### src/hw/rtl/tbsd_pkg.sv
package tbsd_pkg;

  // escape store geometry
  localparam int ESC_DEPTH = 32;
  localparam int ADDR_W    = $clog2(ESC_DEPTH);
  localparam int LEN_W     = $clog2(ESC_DEPTH + 1);

  // argument range
  localparam logic [15:0] ARG_MAX  = 16'hFFFF;
  localparam logic [15:0] PI_POINT = 16'h03C0;

  // control bytes
  localparam logic [7:0] CH_BEL = 8'd7;
  localparam logic [7:0] CH_BS  = 8'd8;
  localparam logic [7:0] CH_TAB = 8'd9;
  localparam logic [7:0] CH_LF  = 8'd10;
  localparam logic [7:0] CH_VT  = 8'd11;
  localparam logic [7:0] CH_FF  = 8'd12;
  localparam logic [7:0] CH_CR  = 8'd13;
  localparam logic [7:0] CH_ESC = 8'd27;
  localparam logic [7:0] CH_SP  = 8'd32;
  localparam logic [7:0] UTF_2  = 8'd192;
  localparam logic [7:0] UTF_3  = 8'd224;
  localparam logic [7:0] UTF_4  = 8'd240;

  // event codes
  localparam logic [5:0] ACT_CHAR    = 6'd0;
  localparam logic [5:0] ACT_BS      = 6'd1;
  localparam logic [5:0] ACT_TAB     = 6'd2;
  localparam logic [5:0] ACT_CR      = 6'd3;
  localparam logic [5:0] ACT_CHARSET = 6'd4;
  localparam logic [5:0] ACT_RESET   = 6'd5;
  localparam logic [5:0] ACT_SAVE    = 6'd6;
  localparam logic [5:0] ACT_RESTORE = 6'd7;
  localparam logic [5:0] ACT_UP      = 6'd8;
  localparam logic [5:0] ACT_DOWN    = 6'd9;
  localparam logic [5:0] ACT_RIGHT   = 6'd10;
  localparam logic [5:0] ACT_LEFT    = 6'd11;
  localparam logic [5:0] ACT_EL      = 6'd12;
  localparam logic [5:0] ACT_DCH     = 6'd13;
  localparam logic [5:0] ACT_ECH     = 6'd14;
  localparam logic [5:0] ACT_CUP     = 6'd15;
  localparam logic [5:0] ACT_HTS     = 6'd16;
  localparam logic [5:0] ACT_ED      = 6'd17;
  localparam logic [5:0] ACT_DL      = 6'd18;
  localparam logic [5:0] ACT_SD      = 6'd19;
  localparam logic [5:0] ACT_IL      = 6'd20;
  localparam logic [5:0] ACT_SGR     = 6'd21;
  localparam logic [5:0] ACT_HPA     = 6'd22;
  localparam logic [5:0] ACT_VPA     = 6'd23;
  localparam logic [5:0] ACT_REP     = 6'd24;
  localparam logic [5:0] ACT_TBC     = 6'd25;
  localparam logic [5:0] ACT_DECSET  = 6'd26;
  localparam logic [5:0] ACT_SM      = 6'd27;
  localparam logic [5:0] ACT_DECRST  = 6'd28;
  localparam logic [5:0] ACT_RM      = 6'd29;
  localparam logic [5:0] ACT_SOFT    = 6'd30;
  localparam logic [5:0] ACT_STBM    = 6'd31;
  localparam logic [5:0] ACT_ICH     = 6'd32;
  localparam logic [5:0] ACT_UPDATE  = 6'd33;

  typedef enum logic [1:0] {
    MODE_IDLE, MODE_ESC, MODE_UTF8, MODE_SKIP
  } mode_t;

  typedef enum logic [3:0] {
    ST_IDLE, ST_SCAN_A, ST_SCAN_D, ST_ARG_A, ST_ARG_D,
    ST_REP_A, ST_REP_D, ST_DFLT, ST_UPD
  } state_t;

  typedef struct packed {
    logic [7:0] data_byte;
    logic       packet_end;
  } in_word_t;

  typedef struct packed {
    logic [5:0]  action;
    logic [15:0] value;
    logic        has_value;
    logic        last;
  } out_word_t;

  function automatic logic is_letter(input logic [7:0] b);
    logic [7:0] l;
    l = b | 8'h20;
    return (l >= "a") && (l <= "z");
  endfunction

  function automatic logic is_short_end(input logic [7:0] b);
    return b == "=" || b == ">" || b == "<" || b == "7" || b == "8" ||
           b == "|" || b == "}" || b == "~";
  endfunction

  function automatic logic is_dflt_one(input logic [7:0] b);
    return b == "A" || b == "B" || b == "C" || b == "D" || b == "G" || b == "M" ||
           b == "L" || b == "P" || b == "X" || b == "d" || b == "@";
  endfunction

endpackage

### src/hw/rtl/terminal_byte_stream_decoder.sv
// Terminal byte stream decoder: one raw byte per input word, zero or more
// event words out, the final one of each byte flagged by last. Plain bytes,
// controls, UTF-8 bytes and bytes inside an escape sequence are decoded as
// they are taken. An escape sequence is kept in a 32-byte store with one write
// port and one registered read port. When a sequence that takes arguments
// closes, a sequencer walks the store to check the syntax, then walks it again
// to emit the arguments, or walks the stored bytes to replay the sequence as
// characters. An empty argument list emits one or two default words instead.
// Such a closing byte therefore holds the input until the sequencer is done,
// including any screen update word and any output stalls. Input is taken only
// while the sequencer is idle and the output register is free or being
// emptied. No clearing pass is needed after reset.
module terminal_byte_stream_decoder import tbsd_pkg::*; (
  input  logic      clk,
  input  logic      rst_n,
  input  logic      in_valid,
  output logic      in_ready,
  input  in_word_t  in_word,
  output logic      out_valid,
  input  logic      out_ready,
  output out_word_t out_word
);

  // parser state
  mode_t            mode_r, mode_nxt;
  logic [LEN_W-1:0] esc_len_r, esc_len_nxt;
  logic [7:0]       s1_r, s1_nxt, s2_r, s2_nxt, prev_r, prev_nxt;
  logic [15:0]      acc_r, acc_nxt;
  logic [1:0]       left_r, left_nxt;
  logic [2:0]       ulen_r, ulen_nxt;
  logic             pbo_r, pbo_nxt;

  // sequencer state
  state_t           st_r, st_nxt;
  logic [LEN_W-1:0] seq_len_r, seq_len_nxt, idx_r, idx_nxt, start_r, start_nxt;
  logic [LEN_W-1:0] nargs_r, nargs_nxt, cnt_r, cnt_nxt;
  logic             expect_r, expect_nxt;
  logic [15:0]      cur_r, cur_nxt;
  logic [5:0]       act_r, act_nxt;
  logic             upd_r, upd_nxt, two_r, two_nxt, dval_r, dval_nxt;

  // output register
  out_word_t        out_r, out_w;
  logic             out_valid_r, out_load, can_load, in_acc;

  // escape store
  logic [7:0]       mem [ESC_DEPTH];
  logic [7:0]       rd_data_r;
  logic             mem_we;

  assign can_load  = !out_valid_r || out_ready;
  assign in_ready  = (st_r == ST_IDLE) && can_load;
  assign in_acc    = in_valid && in_ready;
  assign out_valid = out_valid_r;
  assign out_word  = out_r;

  // store write on accepted escape sequence bytes, registered read at the sequencer index
  always_ff @(posedge clk) begin
    if (mem_we) begin
      mem[esc_len_r[ADDR_W-1:0]] <= in_word.data_byte;
    end
    rd_data_r <= mem[idx_r[ADDR_W-1:0]];
  end

  // registers
  always_ff @(posedge clk) begin
    if (!rst_n) begin
      mode_r      <= MODE_IDLE;
      esc_len_r   <= '0;
      acc_r       <= '0;
      left_r      <= '0;
      ulen_r      <= '0;
      pbo_r       <= 1'b0;
      st_r        <= ST_IDLE;
      out_valid_r <= 1'b0;
    end else begin
      mode_r    <= mode_nxt;
      esc_len_r <= esc_len_nxt;
      acc_r     <= acc_nxt;
      left_r    <= left_nxt;
      ulen_r    <= ulen_nxt;
      pbo_r     <= pbo_nxt;
      st_r      <= st_nxt;
      if (out_load) begin
        out_valid_r <= 1'b1;
      end else if (out_ready) begin
        out_valid_r <= 1'b0;
      end
    end
    if (out_load) begin
      out_r <= out_w;
    end
    s1_r      <= s1_nxt;
    s2_r      <= s2_nxt;
    prev_r    <= prev_nxt;
    seq_len_r <= seq_len_nxt;
    idx_r     <= idx_nxt;
    start_r   <= start_nxt;
    nargs_r   <= nargs_nxt;
    cnt_r     <= cnt_nxt;
    expect_r  <= expect_nxt;
    cur_r     <= cur_nxt;
    act_r     <= act_nxt;
    upd_r     <= upd_nxt;
    two_r     <= two_nxt;
    dval_r    <= dval_nxt;
  end

  // byte decode and sequencer
  always_comb begin
    logic [7:0]       b, s1, s2, c;
    logic             pe, done, closed, imm, args, upd, pbo_tmp, bad, is_end, dig;
    logic [5:0]       imm_act, args_act;
    logic [15:0]      imm_val, acc_n, cur_n;
    logic             imm_has;
    logic [1:0]       left_n;
    logic [LEN_W-1:0] len_new, start, nargs_n;
    logic [19:0]      prod;

    mode_nxt    = mode_r;
    esc_len_nxt = esc_len_r;
    s1_nxt      = s1_r;
    s2_nxt      = s2_r;
    prev_nxt    = prev_r;
    acc_nxt     = acc_r;
    left_nxt    = left_r;
    ulen_nxt    = ulen_r;
    pbo_nxt     = pbo_r;
    st_nxt      = st_r;
    seq_len_nxt = seq_len_r;
    idx_nxt     = idx_r;
    start_nxt   = start_r;
    nargs_nxt   = nargs_r;
    cnt_nxt     = cnt_r;
    expect_nxt  = expect_r;
    cur_nxt     = cur_r;
    act_nxt     = act_r;
    upd_nxt     = upd_r;
    two_nxt     = two_r;
    dval_nxt    = dval_r;
    out_load    = 1'b0;
    out_w       = '0;
    mem_we      = 1'b0;

    b        = in_word.data_byte;
    pe       = in_word.packet_end;
    s1       = s1_r;
    s2       = s2_r;
    c        = rd_data_r;
    done     = 1'b0;
    closed   = 1'b0;
    imm      = 1'b0;
    args     = 1'b0;
    imm_act  = ACT_CHAR;
    args_act = ACT_CHAR;
    imm_val  = '0;
    imm_has  = 1'b0;
    acc_n    = '0;
    left_n   = '0;
    len_new  = esc_len_r + LEN_W'(1);
    start    = LEN_W'(2);
    nargs_n  = nargs_r;
    bad      = 1'b0;
    is_end   = (idx_r == seq_len_r - LEN_W'(2));
    dig      = (c >= "0") && (c <= "9");
    prod     = {4'd0, cur_r} * 20'd10 + {12'd0, c - "0"};
    cur_n    = (prod > {4'd0, ARG_MAX}) ? ARG_MAX : prod[15:0];
    upd      = 1'b0;
    pbo_tmp  = pbo_r;

    case (st_r)
      ST_IDLE: begin
        if (in_acc) begin
          case (mode_r)
            MODE_ESC: begin
              if (esc_len_r < LEN_W'(ESC_DEPTH)) begin
                mem_we      = 1'b1;
                s1          = (len_new == LEN_W'(2)) ? b : s1_r;
                s2          = (len_new == LEN_W'(3)) ? b : s2_r;
                s1_nxt      = s1;
                s2_nxt      = s2;
                prev_nxt    = b;
                esc_len_nxt = len_new;
                if (s1 == "]") begin
                  done = (b == CH_BEL);
                end else begin
                  done = ((len_new == LEN_W'(2)) && is_short_end(s1)) || is_letter(b) ||
                         (b == "@") || ((len_new == LEN_W'(3)) && (s1 == "("));
                end
                if (done) begin
                  closed = 1'b1;
                  if (s1 == "]") begin
                    imm = 1'b0;
                  end else if (s1 == "(") begin
                    imm = 1'b1; imm_act = ACT_CHARSET; imm_val = {8'd0, s2}; imm_has = 1'b1;
                  end else if (s1 == "c") begin
                    imm = 1'b1; imm_act = ACT_RESET;
                  end else begin
                    case (b)
                      "7": begin imm = 1'b1; imm_act = ACT_SAVE; end
                      "8": begin imm = 1'b1; imm_act = ACT_RESTORE; end
                      "A": begin args = 1'b1; args_act = ACT_UP; end
                      "B": begin args = 1'b1; args_act = ACT_DOWN; end
                      "C": begin args = 1'b1; args_act = ACT_RIGHT; end
                      "D": begin args = 1'b1; args_act = ACT_LEFT; end
                      "K": begin args = (s1 == "["); args_act = ACT_EL; end
                      "P": begin args = 1'b1; args_act = ACT_DCH; end
                      "X": begin args = (len_new != LEN_W'(2)); args_act = ACT_ECH; end
                      "H": begin
                        if (s1 == "[") begin
                          args = 1'b1; args_act = ACT_CUP;
                        end else begin
                          imm = 1'b1; imm_act = ACT_HTS;
                        end
                      end
                      "J": begin
                        args = (len_new != LEN_W'(2)) && (s2 != "?"); args_act = ACT_ED;
                      end
                      "M": begin
                        if (s1 == "[") begin
                          args = 1'b1; args_act = ACT_DL;
                        end else begin
                          imm = 1'b1; imm_act = ACT_SD;
                        end
                      end
                      "L": begin args = 1'b1; args_act = ACT_IL; end
                      "m": begin args = (s1 == "["); args_act = ACT_SGR; end
                      "G": begin args = (s1 != "%"); args_act = ACT_HPA; end
                      "d": begin args = 1'b1; args_act = ACT_VPA; end
                      "b": begin args = 1'b1; args_act = ACT_REP; end
                      "g": begin args = 1'b1; args_act = ACT_TBC; end
                      "h": begin
                        args = 1'b1; args_act = (s2 == "?") ? ACT_DECSET : ACT_SM;
                      end
                      "l": begin
                        args = 1'b1; args_act = (s2 == "?") ? ACT_DECRST : ACT_RM;
                      end
                      "p": begin
                        imm = (len_new > LEN_W'(3)) && (s2 == "!"); imm_act = ACT_SOFT;
                      end
                      "r": begin
                        args = (prev_r != "$") && (s2 != "?"); args_act = ACT_STBM;
                      end
                      "s": begin imm = (len_new == LEN_W'(3)); imm_act = ACT_SAVE; end
                      "@": begin args = (s1 != "%"); args_act = ACT_ICH; end
                      default: begin imm = 1'b0; end
                    endcase
                  end
                end
              end else begin
                mode_nxt = MODE_SKIP;
                done     = (s1_r == "]") ? (b == CH_BEL) : (is_letter(b) || (b == "@"));
                closed   = done;
              end
            end
            MODE_SKIP: begin
              done   = (s1_r == "]") ? (b == CH_BEL) : (is_letter(b) || (b == "@"));
              closed = done;
            end
            MODE_UTF8: begin
              acc_n  = {acc_r[9:0], b[5:0]};
              left_n = (left_r != 2'd0) ? left_r - 2'd1 : 2'd0;
              if (left_n == 2'd0) begin
                imm      = 1'b1;
                imm_val  = (ulen_r == 3'd4) ? PI_POINT : acc_n;
                imm_has  = 1'b1;
                acc_nxt  = '0;
                ulen_nxt = '0;
                left_nxt = '0;
                closed   = 1'b1;
              end else begin
                acc_nxt  = acc_n;
                left_nxt = left_n;
              end
            end
            default: begin
              if (b == CH_ESC) begin
                mem_we      = 1'b1;
                esc_len_nxt = LEN_W'(1);
                mode_nxt    = MODE_ESC;
                s1_nxt      = '0;
                s2_nxt      = '0;
                prev_nxt    = b;
              end else if (b == CH_BS) begin
                imm = 1'b1; imm_act = ACT_BS;
              end else if (b == CH_TAB) begin
                imm = 1'b1; imm_act = ACT_TAB;
              end else if (b == CH_CR) begin
                imm = 1'b1; imm_act = ACT_CR;
              end else if (b < UTF_2) begin
                imm     = 1'b1;
                imm_has = 1'b1;
                if ((b < CH_SP) && (b != CH_LF)) begin
                  imm_val = ((b == CH_VT) || (b == CH_FF)) ? {8'd0, CH_LF} : 16'd0;
                end else begin
                  imm_val = {8'd0, b};
                end
              end else begin
                mode_nxt = MODE_UTF8;
                if (b < UTF_3) begin
                  ulen_nxt = 3'd2; left_nxt = 2'd1; acc_nxt = {11'd0, b[4:0]};
                end else if (b < UTF_4) begin
                  ulen_nxt = 3'd3; left_nxt = 2'd2; acc_nxt = {12'd0, b[3:0]};
                end else begin
                  ulen_nxt = 3'd4; left_nxt = 2'd3; acc_nxt = '0;
                end
              end
            end
          endcase

          // closing a sequence also clears the open-packet flag
          if (closed) begin
            mode_nxt    = MODE_IDLE;
            esc_len_nxt = '0;
            pbo_tmp     = 1'b0;
          end
          upd     = pe && !pbo_tmp;
          pbo_nxt = pe ? (mode_nxt != MODE_IDLE) : pbo_tmp;

          if (args) begin
            start       = (s2 == "?") ? LEN_W'(3) : LEN_W'(2);
            seq_len_nxt = len_new;
            start_nxt   = start;
            act_nxt     = args_act;
            upd_nxt     = upd;
            idx_nxt     = '0;
            if (start == len_new - LEN_W'(1)) begin
              st_nxt   = ST_DFLT;
              two_nxt  = (b == "H") || (b == "r");
              dval_nxt = (b == "H") || is_dflt_one(b);
            end else if (start >= len_new) begin
              st_nxt = ST_REP_A;
            end else begin
              st_nxt     = ST_SCAN_A;
              idx_nxt    = start;
              expect_nxt = 1'b1;
              nargs_nxt  = '0;
            end
          end else if (imm) begin
            out_load = 1'b1;
            out_w    = '{action: imm_act, value: imm_val, has_value: imm_has, last: !upd};
            if (upd) begin
              st_nxt = ST_UPD;
            end
          end else if (upd) begin
            out_load = 1'b1;
            out_w    = '{action: ACT_UPDATE, value: 16'd0, has_value: 1'b0, last: 1'b1};
          end
        end
      end
      ST_SCAN_A: begin
        st_nxt = ST_SCAN_D;
      end
      // syntax check and argument count
      ST_SCAN_D: begin
        if (c == ";") begin
          bad        = expect_r;
          nargs_n    = nargs_r + LEN_W'(1);
          expect_nxt = 1'b1;
        end else if (dig) begin
          expect_nxt = 1'b0;
        end else begin
          bad = 1'b1;
        end
        if (bad) begin
          st_nxt  = ST_REP_A;
          idx_nxt = '0;
        end else if (is_end) begin
          nargs_nxt = nargs_n + LEN_W'(!expect_nxt);
          st_nxt    = ST_ARG_A;
          idx_nxt   = start_r;
          cur_nxt   = '0;
          cnt_nxt   = '0;
        end else begin
          nargs_nxt = nargs_n;
          idx_nxt   = idx_r + LEN_W'(1);
          st_nxt    = ST_SCAN_A;
        end
      end
      ST_ARG_A: begin
        st_nxt = ST_ARG_D;
      end
      // decimal accumulation, one word per argument
      ST_ARG_D: begin
        if ((c == ";") || is_end) begin
          if (can_load) begin
            out_load = 1'b1;
            out_w    = '{action: act_r, value: (c == ";") ? cur_r : cur_n, has_value: 1'b1,
                         last: (cnt_r + LEN_W'(1) == nargs_r) && !upd_r};
            cnt_nxt  = cnt_r + LEN_W'(1);
            cur_nxt  = '0;
            if (is_end) begin
              st_nxt = upd_r ? ST_UPD : ST_IDLE;
            end else begin
              idx_nxt = idx_r + LEN_W'(1);
              st_nxt  = ST_ARG_A;
            end
          end
        end else begin
          cur_nxt = cur_n;
          idx_nxt = idx_r + LEN_W'(1);
          st_nxt  = ST_ARG_A;
        end
      end
      ST_REP_A: begin
        st_nxt = ST_REP_D;
      end
      // raw replay of the stored sequence
      ST_REP_D: begin
        if (can_load) begin
          out_load = 1'b1;
          out_w    = '{action: ACT_CHAR, value: {8'd0, c}, has_value: 1'b1,
                       last: (idx_r == seq_len_r - LEN_W'(1)) && !upd_r};
          if (idx_r == seq_len_r - LEN_W'(1)) begin
            st_nxt = upd_r ? ST_UPD : ST_IDLE;
          end else begin
            idx_nxt = idx_r + LEN_W'(1);
            st_nxt  = ST_REP_A;
          end
        end
      end
      // default argument values
      ST_DFLT: begin
        if (can_load) begin
          out_load = 1'b1;
          out_w    = '{action: act_r, value: {15'd0, dval_r}, has_value: 1'b1,
                       last: (!two_r || (idx_r != '0)) && !upd_r};
          if (!two_r || (idx_r != '0)) begin
            st_nxt = upd_r ? ST_UPD : ST_IDLE;
          end else begin
            idx_nxt = LEN_W'(1);
          end
        end
      end
      ST_UPD: begin
        if (can_load) begin
          out_load = 1'b1;
          out_w    = '{action: ACT_UPDATE, value: 16'd0, has_value: 1'b0, last: 1'b1};
          st_nxt   = ST_IDLE;
        end
      end
      default: begin
        st_nxt = ST_IDLE;
      end
    endcase
  end

endmodule

### config.mk
export PLATFORM = sky130hd
export DESIGN_NAME = terminal_byte_stream_decoder
export DESIGN_NICKNAME = d
export VERILOG_FILES = /design/src/hw/rtl/tbsd_pkg.sv /design/src/hw/rtl/terminal_byte_stream_decoder.sv
export SDC_FILE = /design/constraint.sdc
export NUM_CORES = 1
export LEC_CHECK = 0
export BUFFER_PORTS_ARGS = -buffer_cell sky130_fd_sc_hd__clkbuf_2
export CORE_MARGIN = 3
export CORE_UTILIZATION = 63
export CTS_CLUSTER_SIZE = 40
export DETAILED_ROUTE_END_ITERATION = 6
export GPL_ROUTABILITY_DRIVEN = 0
export PLACE_DENSITY = 0.8
export SLEW_MARGIN = 30
export SYNTH_ARGS = -nofsm -noshare
export SYNTH_HDL_FRONTEND = slang
export SYNTH_SLANG_ARGS = --single-unit
### constraint.sdc
create_clock -name clk -period 5.2 [get_ports clk]
set_input_delay 1.04 -clock clk [delete_from_list [all_inputs] [get_ports clk]]
set_output_delay 1.04 -clock clk [all_outputs]
set_load 0.01 [all_outputs]
== After elaboration in Yosys (flattened, before gate mapping) ==
Memories as Yosys holds them, arrays and structs flattened. A register that Yosys moved wholly into a read port is not among the register bits.
Index checks and enable logic that the tools add are counted.

* $add $sub $neg: 11
* $mul: 1
* Order comparisons: 12
* Equality and inequality tests: 98
* Multiplexer cells: 228
* Bitwise logic cells: 5
* Reductions and logical operators: 82

{| class="wikitable"
|+ Operators by type and width
! operator !! number
|-
| $eq A8 B7 Y1 const B || 29
|-
| $mux W24 || 8
|-
| $mux W8 || 20
|-
| $mux W6 || 26
|-
| $mux W16 || 8
|-
| $pmux W24 S5 || 1
|-
| $pmux W6 S20 || 1
|-
| $eq A8 B6 Y1 const B || 12
|-
| $mux W1 || 73
|-
| $mux W10 || 7
|-
| $mux W4 || 16
|-
| $mux W2 || 24
|-
| $pmux W16 S3 || 1
|-
| $pmux W8 S2 || 3
|-
| $mux W5 || 9
|-
| $eq A8 B4 Y1 const B || 5
|-
| $pmux W4 S9 || 1
|-
| $pmux W6 S2 || 3
|-
| $mux W3 || 11
|-
| $pmux W16 S2 || 1
|-
| $ne A2 B2 Y1 const B || 15
|-
| $pmux W6 S5 || 1
|-
| $logic_or A1 B1 Y1 || 27
|-
| $pmux W5 S5 || 1
|-
| 64 further kinds || 134
|}

* Register bits: 133
* Bits in writable memories: 256
* Output and inout port bits: 26
* Word-level logic and storage cells: 464
* Memories: 1

{| class="wikitable"
|+ Memory list
! memory !! depth !! bits a word !! rd ports !! clocked after Yosys merged registers in !! write ports !! RTL line !! source
|-
| mem || 32 || 8 || 1 || 1 || 1 || terminal_byte_stream_decoder.sv:47 || <nowiki>logic [7:0] mem [ESC_DEPTH];</nowiki>
|}

== Depth between registers and ports, before layout ==
Gate-level depths: netlist of run 1.

* Word-level depth: 36
* Mapped depth: 16
* Gate-level depth less buffers: 15

== Worst setup path before layout of run 1 ==
No wires, ideal clock.

* Kind: input-to-reg
* Start point: input in_word[1] (netlist bit)
* End point: register out_r, in the netlist out_word[0], enable pin
* Library setup time: 0.416 ns
* Data arrival time: 4.227 ns
* Data required time: 4.784 ns
* Path slack: 0.557 ns
* Stages on the path: 10
* Cells stage by stage: buf_2 -> or3_1 -> nor4_1 -> nand4_1 -> o21ai_0 -> nor2_1 -> a311oi_2 -> inv_1 -> ha_1 -> o22ai_1

* Longest elaborated chain between the ends: 33
* Elaborated cells between the ends (all ways): 117

{| class="wikitable"
|+ Ends and longest elaborated chain
! item !! RTL line !! source
|-
| start, declared || terminal_byte_stream_decoder.sv:18 || <nowiki>input in_word_t in_word,</nowiki>
|-
| $mux W8 || terminal_byte_stream_decoder.sv:178 || <nowiki>s1 = (len_new == LEN_W'(2)) ? b : s1_r;</nowiki>
|-
| $eq A8 B6 Y1 || tbsd_pkg.sv:90 || <nowiki>return b == "=" || b == ">" || b == "<" || b == "7" || b == "8" ||</nowiki>
|-
| $logic_or A1 B1 Y1 (5 in series) || tbsd_pkg.sv:90 ||
|-
| $logic_or A1 B1 Y1 (2 in series) || tbsd_pkg.sv:91 || <nowiki>b == "|" || b == "}" || b == "~";</nowiki>
|-
| $logic_and A1 B1 Y1 || terminal_byte_stream_decoder.sv:187 || <nowiki>done = ((len_new == LEN_W'(2)) && is_short_end(s1)) || is_letter(b) ||</nowiki>
|-
| $logic_or A1 B1 Y1 (2 in series) || terminal_byte_stream_decoder.sv:187 ||
|-
| $logic_or A1 B1 Y1 || terminal_byte_stream_decoder.sv:188 || <nowiki>(b == "@") || ((len_new == LEN_W'(3)) && (s1 == "("));</nowiki>
|-
| $mux W1 || terminal_byte_stream_decoder.sv:184 || <nowiki>if (s1 == "]") begin</nowiki>
|-
| [... 12 more ...] || -- ||
|-
| $logic_not A1 Y1 || terminal_byte_stream_decoder.sv:317 || <nowiki>upd = pe && !pbo_tmp;</nowiki>
|-
| $logic_and A1 B1 Y1 || terminal_byte_stream_decoder.sv:317 ||
|-
| $mux W1 || terminal_byte_stream_decoder.sv:345 || <nowiki>end else if (upd) begin</nowiki>
|-
| $mux W1 || terminal_byte_stream_decoder.sv:339 || <nowiki>end else if (imm) begin</nowiki>
|-
| $mux W1 * || terminal_byte_stream_decoder.sv:320 || <nowiki>if (args) begin</nowiki>
|-
| $mux W1 * || terminal_byte_stream_decoder.sv:173 || <nowiki>if (in_acc) begin</nowiki>
|-
| $pmux W1 S3 * || terminal_byte_stream_decoder.sv:171 || <nowiki>case (st_r)</nowiki>
|-
| via out_load || terminal_byte_stream_decoder.sv:44 || <nowiki>logic out_valid_r, out_load, can_load, in_acc;</nowiki>
|-
| end signal, assigned || terminal_byte_stream_decoder.sv:91 || <nowiki>out_r <= out_w;</nowiki>
|-
| end, declared || terminal_byte_stream_decoder.sv:43 || <nowiki>out_word_t out_r, out_w;</nowiki>
|}

Mark *: on every way through the listed nets, which the timed path passes. The rest lies on a longest branch. The select of a mux whose other input is x is not followed.
A chain may end at the register's enable or synchronous reset.

==> results of run 1 <==
cell type report:
cell class,count,area (µm²)
Antenna cell,1,2.50
Clock buffer,49,1000
Clock inverter,20,165
Fill cell,2030,9120
Inverter,34,128
Multi-Input combinational cell,1083,7980
Sequential cell,392,11400
Tap cell,396,495
Timing Repair Buffer,83,532
worst register-to-register path: stages (launching register included):
cell,delay [ns]
edfxtp_1,0.45
ha_1,0.32
ha_1,0.23
fa_1,0.43
a211o_1,0.36
a2111oi_0,0.57
buf_4,0.22
o21bai_1,0.08
xor2_1,0.31
o2111ai_1,0.21
or4b_1,0.56
a21oi_2,0.16
buf_4,0.25
buf_4,0.22
and3_1,0.19
o22ai_1,0.10
how the worst min path moves through the flow:
stage | startpoint | endpoint
final | acc_r[7] | acc_r[7]
after detailed placement | ulen_r[1] | ulen_r[1]
after CTS | acc_r[7] | acc_r[7]
after global routing | acc_r[7] | acc_r[7]
after floorplan | ulen_r[1] | ulen_r[1]
after global placement | acc_r[5] | acc_r[5]
kinds of logic after synthesis:
kind of cell | Yosys count | share of synthesized area, %
adders and majority gates | 56 | 3.60
DFF | 392 | 57.4
xor gates and xnor gates | 57 | 2.51
and+or+nand+nor | 503 | 12.7
buffers and inverters | 125 | 2.61
muxes | 100 | 9.00
AOI/OAI and AO/OA | 367 | 12.2
stage by stage:
stage,total power (W),cells
after floorplan,0.00632,1600
after global placement,0.00723,1987
after detailed placement,0.00732,1987
after CTS,0.00995,2056
after global routing,0.0104,2057
final,0.0100,2058
per-layer routing:
layer / vias up / global-route usage [%]
met5: - / 0
met4: 0 / 9.69
met3: 159 / 5.16
met2: 960 / 47.5
met1: 6930 / 42.1
li1: 6271 / -
report_power, final:
part / total, W / leakage [nW] / internal, W / switching, W
clock network: 0.00265 / 0.565 / 0.00147 / 0.00117
registers: 0.00391 / 3.52 / 0.00369 / 0.000216
logic: 0.00346 / 3.42 / 0.00142 / 0.00204
total: 0.0100 / 7.50 / 0.00658 / 0.00343
synth_stat cells (10+ instances only):
cell and n:
inv_1 32, o21ai_0 68, buf_1 11, clkbuf_1 65, nand4_1 11, nand2_1 132, nor2_1 132, xnor2_1 29
mux2i_1 29, o221ai_1 16, xor2_1 28, a21oi_1 110, nor3_1 38, or3_1 11, nor2b_1 13, o22ai_1 20
mux4_2 62, nand3_1 40, nand2b_1 17, dfxtp_1 37, and3_1 21, nor4_1 15, a31oi_1 16, and2_1 17
o21a_1 15, edfxtp_1 355, ha_1 54, a21o_1 10
sequential cells by signal, indices dropped and copies added, names as in the netlist, 8 cells and up:
signal,count
mem,256
out_word,24
cur_r,16
acc_r,10
prev_r,8
rd_data_r,8
s1_r,8
s2_r,8
==> impl_metrics.yaml, run 1 <==
timing:
  timing.setup.tns_ns: 0
  holdWs_ns: 0.458
  timing.final.ws_setup_ns: 0.272
  period_share_pct: 94.8
  tightest_slew_ns: 0.990
  clock_skew_ns: 0.0213
  hold_viol: 0
  slew_headroom_pct: 33.4
  grt_setup_unrepaired: "no"
  max_freq_mhz: 203
  setup_viol: 0
  final.min_clock_period_ns: 4.93
  final-max-slew-violation-count: 0
critical_path:
  start_kind: "flip-flop"
  worstSetupEndpoint: "out_word[16]"
  worst_r2r_endpoint: "out_word[16]"
  worst_path_max_delay_cell: "a2111oi_0"
  crit_type: "reg -> reg"
  crit_start: "cur_r[1]"
  r2r-start: "cur_r[1]"
  r2r_setup_slack_ns: 0.27
  crit_arrival_ns: 5.18
  cp_common_cell: "buf_4"
  r2r_cells: 15
  path_cells: "ha_1 > ha_1 > fa_1 > a211o_1 > a2111oi_0 > buf_4 > o21bai_1 > xor2_1 > o2111ai_1 > or4b_1 > a21oi_2 > buf_4 > buf_4 > and3_1 > o22ai_1"
  crit_required_ns: 5.45
  cp-end-kind: "flip-flop"
  worstPathBufferInverterCount: 3
  crit_cells: 15
  max_stage_delay_ns: 0.57
  cp_top_family: "compound AO/OA/AOI/OAI gates"
  worst-path-max-fanout: 20
final_layout:
  final_core_util_pct: 70.4
  final_area_um2: 21700
  area_delta_synth_final_pct: 9.25
  nets: 1701
  final_cell_mix: "edfxtp_1, nand2_1, nor2_1"
  drive_gt1_share_pct: 14.6
  layout_commonest_cell: "edfxtp_1"
logic_synthesis:
  syn_area_um2: 19900
  yosysSeqAreaShare_pct: 57.4
  ys_types: 93
  yosys_most_used_dff: "edfxtp_1"
  ys_ff_latch: 392
  yosys_warnings: 0
  synth.area.top_cells: "edfxtp_1, mux4_2, dfxtp_1, ha_1, a21oi_1"
  syn-instance-count: 1600
  synth_top_area_cell: "edfxtp_1"
  synth_nets: 1669
  synth_edf_count: 355
  synth.avg_cell_area_um2: 12.4
  synth_top_area_share_pct: 53.6
  async_flop_share_pct: 0
die:
  die_w_um: 184
  die_h_um: 184
  fp-row-count: 64
  initial_core_util_pct: 64.5
  io_pins: 39
  die_area_um2: 33700
  core_um2: 30800
power_and_ir_drop:
  vdd_drop_max_v: 0.000291
  power_density_nw_per_um2: 461
  leakage_nw: 7.50
route:
  routed_wl_mm: 50.2
  wl_met3_mm: 5.19
  drtAntennaViolNets: 0
  first_pass_iters: 7
  wl_per_cell_um: 24.4
  vias: 14300
  drtIter0Drc: 2088
  dr.max_layer_used: "met4"
  wl_met2_mm: 23.6
  drt-met1-wl_mm: 19.7
  vias_per_cell: 6.96
  drc: 4
clocking:
  clock_sinks: 392
  postCtsHoldBufs: 0
  htreeDepth: 2
  cts_resized: 0
  cts_root_buf: "clkbuf_16"
  postCtsSetupBuffers: 0
  cts_buffers: 38
  path_clk_slew_ns: 0.06
  clock_path_buffers: 3
  clk_latency_ns: 0.54
  cts_tree: "done"
global_routing:
  grt_util_all_layers_pct: 29.7
  grt_first_pass_wirelength_mm: 77.7
  grt_overflow: 0
  grt_max_degree: 57
  grt_antenna_before_repair: 0
  grt_pass1_vias: 13500
worst_hold_path:
  hold_class: "reg -> reg"
  hold_depth: 2
outcome:
  outcome: "finished, violations left"
  violations: "design-rule violations"
place:
  portBuffers: 38
  place_ws_ns: 0.435
  place_area_um2: 20500
  dp_hpwl_mm: 32.6
job:
  cap_viol_max_count: 0
No activity file was read; power rests on OpenSTA's default activity.
==> run 2: changes to the inputs <==
ABC_AREA = 1   (was default)
==> run 2 against run 1 <==
- count of clock-buffer cells in the layout rose by 1
- cell area grew 2.6%
- die area up 2.0%
- the run still ends with design-rule violations left
- critical path type unchanged
==> impl_metrics.yaml, run 2 <==
final_layout:
  final_cell_mix: "nor2_1, edfxtp_1, nand2_1"
  fillers: 2161
  layout_commonest_cell: "nor2_1"
  final_cells: 2627
  final_core_util_pct: 70.4
  nets: 2263
  drive_gt1_share_pct: 8.58
  area_delta_synth_final_pct: 9.76
  antennaDiodeCount: 0
  largest_register_ffs: 256
die:
  die_w_um: 185
  die_area_um2: 34400
  initial_core_util_pct: 64.1
  fp-row-count: 65
  core_um2: 31600
  io_pins: 39
  die_h_um: 185
logic_synthesis:
  ys_ff_latch: 392
  async_flop_share_pct: 0
  synth_edf_count: 355
  syn_area_um2: 20300
  synth.area.top_cells: "edfxtp_1, nor2_1, o21ai_0, nand2_1, inv_1"
  syn-instance-count: 2165
  yosys_warnings: 0
  ys_types: 61
  synth_top_area_share_pct: 52.5
  synth.avg_cell_area_um2: 9.37
  synth_top_area_cell: "edfxtp_1"
  ys_top_cells_by_count: "nor2_1, edfxtp_1, nand2_1"
  yosysSeqAreaShare_pct: 56.2
  yosysMostFrequentCell: "nor2_1"
  synth_nets: 2234
  yosys_most_used_dff: "edfxtp_1"
power_and_ir_drop:
  power.share.clock_pct: 25.3
  leakage_nw: 8.40
  power.share.sequential_pct: 34.5
  power_density_nw_per_um2: 530
  vdd_drop_max_v: 0.000432
  switchingPower_w: 0.00476
  combPwrFrac_pct: 40.2
  switching_share_pct: 40.4
  internal_power_w: 0.00703
route:
  drc: 2
  wl_per_cell_um: 20.4
  vias: 16700
  drtAntennaViolNets: 0
  drtIter0Drc: 2470
  routed_wl_mm: 53.6
  vias_per_cell: 6.36
  first_pass_iters: 7
timing:
  final.min_clock_period_ns: 4.69
  max_freq_mhz: 213
  slew_headroom_pct: 36.9
  tightest_slew_ns: 0.940
  period_share_pct: 90.2
  grt_setup_unrepaired: "no"
  hold_viol: 0
  setup_viol: 0
  clock_skew_ns: 0.0185
  timing.setup.tns_ns: 0
  final-max-slew-violation-count: 0
global_routing:
  grt_util_all_layers_pct: 31.4
  use_met1_pct: 45.6
  use_met3_pct: 4.57
  met2_usage_pct: 49.0
  grt_antenna_before_repair: 0
  grt_max_degree: 132
  grt_overflow: 0
  grt_pass1_vias: 15700
  grt_first_pass_wirelength_mm: 84.7
  top_usage_layer: "met2"
clocking:
  postCtsSetupBuffers: 0
  htreeDepth: 2
  cts_resized: 0
  path_clk_slew_ns: 0.06
  cts_root_buf: "clkbuf_16"
  clock_sinks: 392
  cts_tree: "done"
  cts_buffers: 40
  clock_path_buffers: 3
  postCtsHoldBufs: 0
  clk_latency_ns: 0.55
critical_path:
  worstPathBufferInverterCount: 5
  r2r-start: "esc_len_r[0]"
  crit_type: "reg -> reg"
  cp-end-kind: "flip-flop"
  max_stage_delay_ns: 0.48
  crit_required_ns: 5.45
  crit_start: "esc_len_r[0]"
  crit_arrival_ns: 4.94
  cp_top_family: "simple AND/OR/NAND/NOR gates"
  worst_path_max_delay_cell: "dfxtp_1"
  worst-path-max-fanout: 19
  start_kind: "flip-flop"
place:
  portBuffers: 38
  dp_cells: 2554
  dp_hpwl_mm: 36.0
worst_hold_path:
  hold_path.startpoint: "ulen_r[2]"
  hold_class: "reg -> reg"
outcome:
  violations: "design-rule violations"
  outcome: "finished, violations left"
job:
  cap_viol_max_count: 0
## run 2: worst reg2reg max path: cells and delay by family (launching register included)
family	cells	cell delay [ns]
buf+inv	5	0.44
flops	1	0.48
simple gates	13	2.21
fa+ha+maj	2	0.62
compound gates	5	0.63
## run 2: cell type report
type                       instances  area (µm²)  area share, %
inverter                         208         785           3.52
clock inverter                    23         299           1.34
clock buffer                      50        1070           4.80
tap                              402         503           2.26
sequential                       392       11400           51.2
timing repair buffer              67         420           1.89
multi-input combinational       1485        7790           35.0
## run 2: path summary, 6_finish.rpt
| check | end | slack [ns] | cells past startpoint |
|---|---|---|---|
| min | ulen_r[2] | 0.47 | 2 |
| max reg2reg | nargs_r[3] | 0.51 | 25 |
| max | nargs_r[3] | 0.51 | 25 |
| min reg2reg | ulen_r[2] | 0.47 | 2 |
## run 2: logic make-up (layout without fill, tap and decap cells)
group	after synthesis	in the layout	share of synthesized area [%]
AOI/OAI and AO/OA	470	470	13.1
xor gates and xnor gates	45	45	1.94
adders and majority gates	56	56	3.53
buffers and inverters	288	348	5.56
DFF	392	392	56.2
and+or+nand+nor	914	914	19.7
## run 2: power by group through the flow
stage / Clock, W / Combinational, W / Sequential, W
after floorplan: 0 / 0.00329 / 0.00408
after global placement: 0 / 0.00447 / 0.00410
after detailed placement: 0 / 0.00457 / 0.00412
after CTS: 0.00299 / 0.00462 / 0.00405
after global routing: 0.00313 / 0.00524 / 0.00408
final: 0.00298 / 0.00474 / 0.00406
## run 2: stage by stage
stage	power, W	area (µm²)	setup WS [ns]	hold WS, ns
after CTS	0.0117	22300	0.592	0.471
final	0.0118	22300	0.507	0.470
after detailed placement	0.00869	20900	0.699	0.463
after global routing	0.0125	22300	0.0123	0.503
after floorplan	0.00737	20300	0.539	0.430
after global placement	0.00857	20900	0.835	0.450
## run 2: per-layer routing
layer | part of all wire, % | vias up | wire [µm]
li1 | - | 7608 | -
met1 | 40 | 7822 | 21200
met2 | 46 | 1108 | 24400
met3 | 11 | 174 | 5870
met4 | 3.9 | 0 | 2100
met5 | 0 | - | 0
